## src/rtl/acsc_pkg.sv

```systemverilog
`default_nettype none

package acsc_pkg;

    // Reset value of the contact skin register
    localparam logic [3:0] EDGE_TOL_RESET = 4'd2;

    // Contact side codes
    localparam logic [2:0] SIDE_NONE   = 3'd0;
    localparam logic [2:0] SIDE_LEFT   = 3'd1;
    localparam logic [2:0] SIDE_RIGHT  = 3'd2;
    localparam logic [2:0] SIDE_TOP    = 3'd3;
    localparam logic [2:0] SIDE_BOTTOM = 3'd4;

    // Distance kind codes
    localparam logic [1:0] KIND_NONE     = 2'd0;
    localparam logic [1:0] KIND_PLATFORM = 2'd1;
    localparam logic [1:0] KIND_CEILING  = 2'd2;

    // Input item: one rectangle pair
    typedef struct packed {
        logic signed [15:0] moving_x;
        logic signed [15:0] moving_y;
        logic        [11:0] moving_w;
        logic        [11:0] moving_h;
        logic signed [15:0] target_x;
        logic signed [15:0] target_y;
        logic        [11:0] target_w;
        logic        [11:0] target_h;
        logic               mover_hits_ceiling;
    } t_in;

    // Result item
    typedef struct packed {
        logic [2:0]  contact_side;
        logic [1:0]  distance_kind;
        logic [15:0] vertical_distance;
    } t_out;

    // Stage 1: edges, centers and half sizes
    typedef struct packed {
        logic signed [15:0] mx;
        logic signed [15:0] my;
        logic signed [15:0] tx;
        logic signed [15:0] ty;
        logic signed [16:0] m_r;
        logic signed [16:0] m_b;
        logic signed [16:0] t_r;
        logic signed [16:0] t_b;
        logic signed [16:0] cmx;
        logic signed [16:0] cmy;
        logic signed [16:0] ctx;
        logic signed [16:0] cty;
        logic        [11:0] hx;
        logic        [11:0] hy;
        logic               ceil_ok;
        logic        [3:0]  skin;
    } t_s1;

    // Stage 2: gaps, overlaps and center deltas
    typedef struct packed {
        logic               hov;
        logic               vov;
        logic signed [17:0] g_floor;
        logic signed [17:0] g_ceil;
        logic signed [17:0] g_rwall;
        logic signed [17:0] g_lwall;
        logic signed [17:0] dx;
        logic signed [17:0] dy;
        logic        [11:0] hx;
        logic        [11:0] hy;
        logic               ceil_ok;
        logic        [3:0]  skin;
    } t_s2;

    // Stage 3: edge contact flags, penetrations and distance
    typedef struct packed {
        logic               hit_floor;
        logic               hit_ceil;
        logic               hit_rwall;
        logic               hit_lwall;
        logic signed [17:0] ox;
        logic signed [17:0] oy;
        logic               dx_neg;
        logic               dy_neg;
        logic        [1:0]  kind;
        logic        [15:0] gap_px;
    } t_s3;

endpackage

`default_nettype wire

```

## src/rtl/acsc_prep.sv

```systemverilog
`default_nettype none

module acsc_prep (
    input  wire logic            i_clk,
    input  wire logic            i_rst_n,
    input  wire logic            i_valid,
    input  wire acsc_pkg::t_in   i_item,
    input  wire logic [3:0]      i_skin,
    output logic                 o_valid,
    output acsc_pkg::t_s1        o_data
);

    logic          r_valid;
    acsc_pkg::t_s1 r_data;
    acsc_pkg::t_s1 n_data;

    // Form far edges, centers and combined half sizes
    always_comb begin
        n_data.mx      = i_item.moving_x;
        n_data.my      = i_item.moving_y;
        n_data.tx      = i_item.target_x;
        n_data.ty      = i_item.target_y;
        n_data.m_r     = {i_item.moving_x[15], i_item.moving_x} + {5'b0, i_item.moving_w};
        n_data.m_b     = {i_item.moving_y[15], i_item.moving_y} + {5'b0, i_item.moving_h};
        n_data.t_r     = {i_item.target_x[15], i_item.target_x} + {5'b0, i_item.target_w};
        n_data.t_b     = {i_item.target_y[15], i_item.target_y} + {5'b0, i_item.target_h};
        n_data.cmx     = {i_item.moving_x[15], i_item.moving_x}
                       + {6'b0, i_item.moving_w[11:1]};
        n_data.cmy     = {i_item.moving_y[15], i_item.moving_y}
                       + {6'b0, i_item.moving_h[11:1]};
        n_data.ctx     = {i_item.target_x[15], i_item.target_x}
                       + {6'b0, i_item.target_w[11:1]};
        n_data.cty     = {i_item.target_y[15], i_item.target_y}
                       + {6'b0, i_item.target_h[11:1]};
        n_data.hx      = 12'(({1'b0, i_item.moving_w} + {1'b0, i_item.target_w}) >> 1);
        n_data.hy      = 12'(({1'b0, i_item.moving_h} + {1'b0, i_item.target_h}) >> 1);
        n_data.ceil_ok = i_item.mover_hits_ceiling;
        n_data.skin    = i_skin;
    end

    always_ff @(posedge i_clk) begin
        if (!i_rst_n) begin
            r_valid <= 1'b0;
        end else begin
            r_valid <= i_valid;
        end
    end

    always_ff @(posedge i_clk) begin
        r_data <= n_data;
    end

    assign o_valid = r_valid;
    assign o_data  = r_data;

endmodule

`default_nettype wire

```

## src/rtl/acsc_gap.sv

```systemverilog
`default_nettype none

module acsc_gap (
    input  wire logic            i_clk,
    input  wire logic            i_rst_n,
    input  wire logic            i_valid,
    input  wire acsc_pkg::t_s1   i_data,
    output logic                 o_valid,
    output acsc_pkg::t_s2        o_data
);

    logic          r_valid;
    acsc_pkg::t_s2 r_data;
    acsc_pkg::t_s2 n_data;
    logic signed [16:0] mx_e;
    logic signed [16:0] my_e;
    logic signed [16:0] tx_e;
    logic signed [16:0] ty_e;

    // Strict overlap tests, edge gaps and center deltas
    always_comb begin
        mx_e = {i_data.mx[15], i_data.mx};
        my_e = {i_data.my[15], i_data.my};
        tx_e = {i_data.tx[15], i_data.tx};
        ty_e = {i_data.ty[15], i_data.ty};

        n_data.hov     = (mx_e < i_data.t_r) && (i_data.m_r > tx_e);
        n_data.vov     = (my_e < i_data.t_b) && (i_data.m_b > ty_e);
        n_data.g_floor = {ty_e[16], ty_e} - {i_data.m_b[16], i_data.m_b};
        n_data.g_ceil  = {my_e[16], my_e} - {i_data.t_b[16], i_data.t_b};
        n_data.g_rwall = {tx_e[16], tx_e} - {i_data.m_r[16], i_data.m_r};
        n_data.g_lwall = {mx_e[16], mx_e} - {i_data.t_r[16], i_data.t_r};
        n_data.dx      = {i_data.cmx[16], i_data.cmx} - {i_data.ctx[16], i_data.ctx};
        n_data.dy      = {i_data.cmy[16], i_data.cmy} - {i_data.cty[16], i_data.cty};
        n_data.hx      = i_data.hx;
        n_data.hy      = i_data.hy;
        n_data.ceil_ok = i_data.ceil_ok;
        n_data.skin    = i_data.skin;
    end

    always_ff @(posedge i_clk) begin
        if (!i_rst_n) begin
            r_valid <= 1'b0;
        end else begin
            r_valid <= i_valid;
        end
    end

    always_ff @(posedge i_clk) begin
        r_data <= n_data;
    end

    assign o_valid = r_valid;
    assign o_data  = r_data;

endmodule

`default_nettype wire

```

## src/rtl/acsc_classify.sv

```systemverilog
`default_nettype none

module acsc_classify (
    input  wire logic            i_clk,
    input  wire logic            i_rst_n,
    input  wire logic            i_valid,
    input  wire acsc_pkg::t_s2   i_data,
    output logic                 o_valid,
    output acsc_pkg::t_out       o_result
);

    logic               r_valid3;
    acsc_pkg::t_s3      r_s3;
    acsc_pkg::t_s3      n_s3;
    logic               r_valid4;
    acsc_pkg::t_out     r_out;
    acsc_pkg::t_out     n_out;
    logic signed [17:0] skin_pos;
    logic signed [17:0] skin_neg;
    logic signed [17:0] abs_dx;
    logic signed [17:0] abs_dy;
    logic               in_floor;
    logic               in_ceil;
    logic               in_rwall;
    logic               in_lwall;

    // Stage 3: skin window tests, penetration depths, vertical distance
    always_comb begin
        skin_pos = {14'b0, i_data.skin};
        skin_neg = -skin_pos;
        in_floor = (i_data.g_floor >= skin_neg) && (i_data.g_floor <= skin_pos);
        in_ceil  = (i_data.g_ceil  >= skin_neg) && (i_data.g_ceil  <= skin_pos);
        in_rwall = (i_data.g_rwall >= skin_neg) && (i_data.g_rwall <= skin_pos);
        in_lwall = (i_data.g_lwall >= skin_neg) && (i_data.g_lwall <= skin_pos);
        abs_dx   = i_data.dx[17] ? -i_data.dx : i_data.dx;
        abs_dy   = i_data.dy[17] ? -i_data.dy : i_data.dy;

        n_s3.hit_floor = i_data.hov && in_floor;
        n_s3.hit_ceil  = i_data.hov && in_ceil;
        n_s3.hit_rwall = i_data.vov && in_rwall;
        n_s3.hit_lwall = i_data.vov && in_lwall;
        n_s3.ox        = {6'b0, i_data.hx} - abs_dx;
        n_s3.oy        = {6'b0, i_data.hy} - abs_dy;
        n_s3.dx_neg    = i_data.dx[17];
        n_s3.dy_neg    = i_data.dy[17];

        // Gaps of a reported kind lie in 0..65535; clamp anything above
        n_s3.kind   = acsc_pkg::KIND_NONE;
        n_s3.gap_px = 16'd0;
        if (i_data.hov && !i_data.g_floor[17]) begin
            n_s3.kind   = acsc_pkg::KIND_PLATFORM;
            n_s3.gap_px = i_data.g_floor[16] ? 16'hFFFF : i_data.g_floor[15:0];
        end else if (i_data.hov && i_data.ceil_ok && !i_data.g_ceil[17]) begin
            n_s3.kind   = acsc_pkg::KIND_CEILING;
            n_s3.gap_px = i_data.g_ceil[16] ? 16'hFFFF : i_data.g_ceil[15:0];
        end
    end

    // Stage 4: priority pick of the contact side
    always_comb begin
        n_out.distance_kind     = r_s3.kind;
        n_out.vertical_distance = r_s3.gap_px;
        if (r_s3.hit_floor) begin
            n_out.contact_side = acsc_pkg::SIDE_BOTTOM;
        end else if (r_s3.hit_ceil) begin
            n_out.contact_side = acsc_pkg::SIDE_TOP;
        end else if (r_s3.hit_rwall) begin
            n_out.contact_side = acsc_pkg::SIDE_LEFT;
        end else if (r_s3.hit_lwall) begin
            n_out.contact_side = acsc_pkg::SIDE_RIGHT;
        end else if ((r_s3.ox <= 18'sd0) || (r_s3.oy <= 18'sd0)) begin
            n_out.contact_side = acsc_pkg::SIDE_NONE;
        end else if (r_s3.ox < r_s3.oy) begin
            n_out.contact_side = r_s3.dx_neg ? acsc_pkg::SIDE_LEFT : acsc_pkg::SIDE_RIGHT;
        end else begin
            n_out.contact_side = r_s3.dy_neg ? acsc_pkg::SIDE_BOTTOM : acsc_pkg::SIDE_TOP;
        end
    end

    // Advance the valid bits
    always_ff @(posedge i_clk) begin
        if (!i_rst_n) begin
            r_valid3 <= 1'b0;
            r_valid4 <= 1'b0;
        end else begin
            r_valid3 <= i_valid;
            r_valid4 <= r_valid3;
        end
    end

    always_ff @(posedge i_clk) begin
        r_s3  <= n_s3;
        r_out <= n_out;
    end

    assign o_valid  = r_valid4;
    assign o_result = r_out;

endmodule

`default_nettype wire

```

## src/rtl/aabb_contact_side_classifier_core.sv

```systemverilog
`default_nettype none

// Contact-side classifier for a moving and a target axis-aligned rectangle.
// A pair is taken on any cycle with start high and busy low; busy is high
// while reset holds the block and until r_skin is set after reset ends,
// then stays low, so a pair can be issued every cycle.
// Each pair yields exactly one result, strobed by o_valid for one cycle
// in issue order. The result passes through the four register stages:
// edge/center sums, gaps and overlaps, skin window and penetration
// depths, then the priority pick of the side.
// The receiver cannot stall, so o_result must be captured on the strobe.
// The skin register is written through i_cfg_we/i_cfg_wdata; write it only
// while no result is outstanding.

module aabb_contact_side_classifier_core (
    input  wire logic            i_clk,
    input  wire logic            i_rst_n,
    input  wire logic            start,
    output logic                 busy,
    input  wire acsc_pkg::t_in   i_item,
    input  wire logic            i_cfg_we,
    input  wire logic [3:0]      i_cfg_wdata,
    output logic                 o_valid,
    output acsc_pkg::t_out       o_result
);

    logic          r_skin;
    logic [3:0]    r_edge_tol;
    logic          accept;
    logic          v1;
    acsc_pkg::t_s1 s1;
    logic          v2;
    acsc_pkg::t_s2 s2;

    // Hold the skin register; mark the block live once out of reset
    always_ff @(posedge i_clk) begin
        if (!i_rst_n) begin
            r_edge_tol <= acsc_pkg::EDGE_TOL_RESET;
            r_skin     <= 1'b0;
        end else begin
            r_skin <= 1'b1;
            if (i_cfg_we) begin
                r_edge_tol <= i_cfg_wdata;
            end
        end
    end

    assign busy   = !r_skin;
    assign accept = start && !busy;

    acsc_prep u_prep (
        .i_clk   (i_clk),
        .i_rst_n (i_rst_n),
        .i_valid (accept),
        .i_item  (i_item),
        .i_skin  (r_edge_tol),
        .o_valid (v1),
        .o_data  (s1)
    );

    acsc_gap u_gap (
        .i_clk   (i_clk),
        .i_rst_n (i_rst_n),
        .i_valid (v1),
        .i_data  (s1),
        .o_valid (v2),
        .o_data  (s2)
    );

    acsc_classify u_classify (
        .i_clk    (i_clk),
        .i_rst_n  (i_rst_n),
        .i_valid  (v2),
        .i_data   (s2),
        .o_valid  (o_valid),
        .o_result (o_result)
    );

    // Every transfer is followed by its result strobe
    a_latency: assert property (@(posedge i_clk) disable iff (!i_rst_n)
        accept |-> ##4 o_valid)
        else $error("result strobe missing four cycles after transfer");

    // No strobe without a matching earlier transfer
    a_no_phantom: assert property (@(posedge i_clk) disable iff (!i_rst_n)
        o_valid |-> $past(accept, 4))
        else $error("result strobe without matching transfer");

    // No distance kind means zero distance
    a_zero_dist: assert property (@(posedge i_clk) disable iff (!i_rst_n)
        (o_valid && (o_result.distance_kind == acsc_pkg::KIND_NONE))
        |-> (o_result.vertical_distance == 16'd0))
        else $error("distance reported without a kind");

    // Side and kind stay within their codes
    a_codes: assert property (@(posedge i_clk) disable iff (!i_rst_n)
        o_valid |-> ((o_result.contact_side <= acsc_pkg::SIDE_BOTTOM)
                 && (o_result.distance_kind <= acsc_pkg::KIND_CEILING)))
        else $error("result code out of range");

endmodule

`default_nettype wire
```

## config.mk

```make
export PLATFORM = sky130hd
export DESIGN_NAME = aabb_contact_side_classifier_core
export DESIGN_NICKNAME = d
export VERILOG_FILES = /design/src/rtl/acsc_pkg.sv /design/src/rtl/acsc_prep.sv /design/src/rtl/acsc_gap.sv /design/src/rtl/acsc_classify.sv /design/src/rtl/aabb_contact_side_classifier_core.sv
export SDC_FILE = /design/constraint.sdc
export NUM_CORES = 1
export LEC_CHECK = 0
export ABC_AREA = 1
export BUFFER_PORTS_ARGS = -buffer_cell sky130_fd_sc_hd__buf_2
export CAP_MARGIN = 30
export CORE_UTILIZATION = 45
export CTS_BUF_LIST = sky130_fd_sc_hd__clkbuf_8
export DETAILED_ROUTE_END_ITERATION = 7
export PLACE_DENSITY = 0.72
export RECOVER_POWER = 100
export SYNTH_ARGS = -nofsm -noshare
export SYNTH_HDL_FRONTEND = slang
export SYNTH_HIERARCHICAL = 1
export SYNTH_SLANG_ARGS = --single-unit
```

## constraint.sdc

```tcl
create_clock -name i_clk -period 6.5 [get_ports i_clk]
set_input_delay 0.65 -clock i_clk [delete_from_list [all_inputs] [get_ports i_clk]]
set_output_delay 0.65 -clock i_clk [all_outputs]
set_load 0.01 [all_outputs]
```

# After elaboration in Yosys (flattened, before gate mapping)

Cells that the tools add are included.

Bitwise gates (word level): 0
$lt $le $gt $ge: 15
Add/subtract/negate cells: 21
Mux-type cells: 14
Shifts and indexed selects: 0
Eq/ne operators: 0
Reduce and logical (&&, ||, !) cells: 18
$mul: 0
Divide/modulo/power cells: 0

Operator list:

| cell                                                                              | number |
|---|---|
| 18-bit >= comparator                                                              | 4 |
| 18-bit by 5-bit less-or-equal comparator with 1-bit output                        | 4 |
| 16-bit by 17-bit subtractor with 18-bit output                                    | 4 |
| 16-bit by 12-bit adder with 17-bit output                                         | 4 |
| 16-bit by 13-bit adder with 17-bit output                                         | 4 |
| 18-bit 2-to-1 mux                                                                 | 3 |
| 16-bit 2-to-1 mux                                                                 | 3 |
| 18-bit by 1-bit less-or-equal comparator with 1-bit output, second input constant | 2 |
| 18-bit negator                                                                    | 2 |
| 12-bit by 18-bit subtractor with 18-bit output                                    | 2 |
| 17-bit by 17-bit subtractor with 18-bit output                                    | 2 |
| 17-bit by 16-bit greater-than comparator with 1-bit output                        | 2 |
| 16-bit by 17-bit < comparator with 1-bit output                                   | 2 |
| 12-bit by 12-bit adder with 13-bit output                                         | 2 |
| 18-bit < comparator                                                               | 1 |
| 3-bit 2-to-1 mux                                                                  | 6 |
| 4-bit negator with 18-bit output                                                  | 1 |
| 1-bit logical AND                                                                 | 14 |
| 1-bit logical NOT                                                                 | 3 |
| 2-bit 2-to-1 mux                                                                  | 1 |
| 1-bit logical OR                                                                  | 1 |
| 1-bit 2-to-1 mux                                                                  | 1 |

Flip-flop bits (word level): 458
Latch bits: 0
Memories: 0
Memory bits (read-only): 0
Output and inout bits: 23
Bits in writable memories: 0

# Depth between registers and ports, before layout

Word-level depth: 6
Mapped depth: 20
Depth with buffers taken out: 20

# Modules after synthesis

The synthesis kept the hierarchy.

Modules (own cells, without submodules):

| module                            | cells an instance | seq. area each (um2) | times used | area an instance (um2) |
|---|---|---|---|---|
| acsc_prep                         | 1698              | 4604.4               | 1          | 12025.3 |
| acsc_gap                          | 1237              | 2802.7               | 1          | 8916.1 |
| acsc_classify                     | 998               | 1661.6               | 1          | 7267.0 |
| aabb_contact_side_classifier_core | 28                | 100.1                | 1          | 195.2 |

# Worst setup path after synthesis

No wires, ideal clock.

Path type: reg-to-reg
From: reg u_gap.r_data (netlist bit u_gap/o_data[1])
To: reg u_classify/r_s3[56] (netlist name)
Arrival: 2.899 ns
Required time: 6.391 ns
Setup slack: 3.492 ns
Clock period less this slack: 3.008 ns
Buffers on the path: 0
Cell stages (with the launch flop): 20
Path through: dfxtp_1 inv_1 ha_1 nand2_1 nor2_1 ha_1 nand2_1 nor2_1 o21ai_0 nand2_1 o21ai_0 nand2_1 nand2_1 nand2_1 nand2_1 nand2_1 nand2_1 nand3_1 nand2_1 inv_1

RTL lines:

| what                   | RTL line            | source |
|---|---|---|
| from (decl)            | acsc_gap.sv:13      | `acsc_pkg::t_s2 r_data;` |
| from (signal assigned) | acsc_gap.sv:50      | `r_data <= n_data;` |
| to (signal assigned)   | acsc_classify.sv:92 | `r_s3 <= n_s3;` |
| to (decl)              | acsc_classify.sv:13 | `acsc_pkg::t_s3 r_s3;` |

==> impl_metrics.csv <==
group,metric,value,unit
placed_design,io_buffers,143,
yosys,ys_types,56,
flow_run,maxCapViolCount,0,
clocking,clockBufferDepth,3,
power_and_ir_drop,p_int,6.66,mW
power_and_ir_drop,power.density_cell_area,349,nW/µm²
drt,first_pass_iters,6,
sta,hold_viol,0,
clocking,h-tree-depth,3,
final_layout,seq_area,9170,µm²
floorplan,die_h,253,µm
clocking,clock-sinks,458,
final_layout,post-route-util,0.507,
floorplan,ios,144,
drt,wl,76900,µm
sta,finalClockSkew,27.3,ps
yosys,synthCells,3961,
yosys,syn_nets,4444,
setup_path,start_kind,"register",
clocking,postCtsSetupBuffers,0,
yosys,yosys_warnings,6,
clocking,worstSkewPairLatency,660,ps
setup_path,cp.arrival,3890,ps
drt,wl_per_cell,15.1,µm
global_route,grt_use_met1,0.330,
clocking,cts_hold_buf,0,
yosys,yosysTopAreaCellShare,0.323,
sta,period_share,0.512,
global_route,antenna_found_initial,2,
final_layout,drive_above_1_share,0.0616,
clocking,tritoncts,"built",
global_route,overflow,0,
final_layout,multiInputGateArea,16600,µm²
final_layout,syn_to_final_growth,10.8,%
power_and_ir_drop,power.share.sequential,0.363,
sta,slew_headroom,0.209,
floorplan,die_w,253,µm
setup_path,cpPeakStageDelay,650,ps
final_layout,nNetsFinal,4660,
power_and_ir_drop,swShare,0.395,
sta,fin_setup_tns,0,ps
floorplan,fp-row-count,91,
clocking,cts-root-buf,"clkbuf_8",
setup_path,path_class,"register to register",
sta,fmax,300,MHz
hold_path,hold_class,"input port to register",
drt,ant_nets,0,
yosys,yosysSeqAreaShare,0.323,
final_layout,fillers,6164,
drt,drtIter0Drc,1731,
global_route,grt_pass1_wl,120000,µm
run_status,status,"finished clean",
power_and_ir_drop,p_clk_frac,0.243,
global_route,grt_use_total,0.239,
sta,fin_hold_ws,110,ps
yosys,avgSynthCellArea,7.17,µm²
floorplan,start_util,0.458,
drt,vias,25100,
placed_design,dp_hpwl,63400,µm
sta,period_needed,3330,ps
clocking,cts_inserted_buffers,77,
setup_path,cp_top_family,"simple AND/OR/NAND/NOR gates",
power_and_ir_drop,p_leak,17.2,nW
setup_path,cp_data_required_time,7060,ps
sta,finalSetupViolCount,0,
global_route,use_met3,0.0345,
sta,worstMarginPinSlew,1180,ps
power_and_ir_drop,ir_drop,0.000188,V
global_route,grt_pass1_vias,23100,
sta,final_max_slew_viol_count,0,
yosys,synth.area.top_cells,"dfxtp_1 (32%), nand2_1 (15%), ha_1 (15%), inv_1 (8.2%), nor2_1 (4.0%)",
clocking,post_cts_resized,0,
global_route,grt_max_degree,19,
floorplan,core_area,62100,µm²
setup_path,worst_setup_path_end_kind,"register",
drt,route.detailed.drc,0,
setup_path,slowest_stage,"dfxtp_1",
placed_design,place_congestion,1.01,
yosys,ys_ff_latch,458,
floorplan,dieArea,64100,µm²
drt,via_per_inst,4.95,
setup_path,crit_top_cell,"nor2_1",
power_and_ir_drop,p_comb_frac,0.394,
power_and_ir_drop,p_sw,4.34,mW
clocking,clk_pin_slew,60,ps
setup_path,path_cells,"clkinv_1, or2_2, o21ai_0, inv_1, fa_1, nor2_1, nor2_1, o311ai_0, nand2_2, nor2_1, xor2_1",
yosys,synth_top_area_cell,"dfxtp_1",
global_route,use_met2,0.378,
yosys,synth_area,28400,µm²
setup_path,crit_path_max_fanout,15,
setup_path,critPathBufInv,2,
sta,rsz0062_at_grt,"false",
global_route,busiest_layer,"met2",
==> kinds of logic (layout without fill, tap and decap cells) <==
logic type,after synthesis,count (layout),share of synthesized area
AOI/OAI and AO/OA,430,430,0.0868
adders and majority gates,362,362,0.164
xor gates and xnor gates,184,184,0.0575
other,0,3,0
and+or+nand+nor,1881,1881,0.282
buffers and inverters,646,924,0.0868
DFF,458,458,0.323
==> per-layer routing <==
metal / part of all wire / wire (µm) / vias to the layer above
met1: 0.48 / 37100 / 11300
li1: - / - / 13100
met2: 0.43 / 33400 / 639
met5: 0 / 0 / -
met3: 0.052 / 3980 / 150
met4: 0.033 / 2520 / 0
==> placed cells by master (no fill, tap or decap), types with 99 or more instances in the layout <==
cell type / netlist / final
clkbuf_8: 0 / 99
nand3_1: 218 / 228
xor2_1: 131 / 132
inv_1: 620 / 642
a21oi_1: 224 / 230
dfxtp_1: 458 / 458
nor2_1: 306 / 308
ha_1: 344 / 344
o21ai_0: 99 / 110
nand2_1: 1148 / 1159
==> sequential cells by signal, indices dropped and copies added (netlist names) <==
register and flops:
r_edge_tol 4, r_skin 1, u_classify/n_out 18, u_classify/o_result 21
u_classify/o_valid 1, u_classify/r_s3 42, u_classify/r_valid3 1, u_gap/o_data 139
u_gap/o_valid 1, u_prep/o_data 229, u_prep/o_valid 1
==> Yosys cell counts, drive strengths merged <==
master / instances
nand2: 1180
inv: 635
dfxtp: 458
ha: 344
nor2: 321
nand3: 236
a21oi: 233
xor2: 133
o21ai: 114
xnor2: 51
nor3: 45
nand4: 36
nor4: 26
o21bai: 26
a21o: 19
nand3b: 19
fa: 18
or2: 15
a21boi: 13
a31oi: 6
o211ai: 6
clkbuf: 5
a211oi: 3
a41oi: 3
buf: 3
o21a: 3
clkinv: 2
nor3b: 2
a41o: 1
and3: 1
bufbuf: 1
o2111ai: 1
o311ai: 1
o31ai: 1
==> cell type report <==
class | instances | share of cell area
Multi-Input combinational cell | 2857 | 0.527
Sequential cell | 458 | 0.291
Inverter | 637 | 0.0760
Clock buffer | 99 | 0.0433
Tap cell | 837 | 0.0333
Timing Repair Buffer | 146 | 0.0198
Clock inverter | 42 | 0.00883
Antenna cell | 3 | 0.000239
==> per-stage QoR <==
step                      setup WS [ps]  area (µm²)  power, mW  instances
after floorplan                    3490       28400       7.28       3961
after global placement             3470       30100       8.36       4934
after detailed placement           3390       30100       8.42       4935
after CTS                          3370       31800       11.1       5076
after global routing               2860       31500       11.9       5078
final                              3170       31500       11.0       5079
==> power by group through the flow <==
| stage | sequential [mW] | clock, mW | combinational [mW] |
|---|---|---|---|
| global placement | 4.04 | 0 | 4.32 |
| finish | 3.99 | 2.67 | 4.33 |
| global route | 4.06 | 2.88 | 4.94 |
| floorplan | 3.85 | 0 | 3.43 |
| CTS | 4.00 | 2.74 | 4.41 |
| detailed placement | 4.04 | 0 | 4.37 |
==> worst paths after layout <==
check                           cells after the start                 from  slack [ps]                endpoint
worst max-delay path                               11     u_gap/o_data[46]        3170     u_classify/r_s3[36]
worst min-delay path                                1            i_item[0]         110        u_prep/o_data[4]
worst max register to register                     11     u_gap/o_data[46]        3170     u_classify/r_s3[36]
worst min register to register                      0  u_classify/n_out[0]         320  u_classify/o_result[0]
No activity file was read; power rests on OpenSTA's default activity.
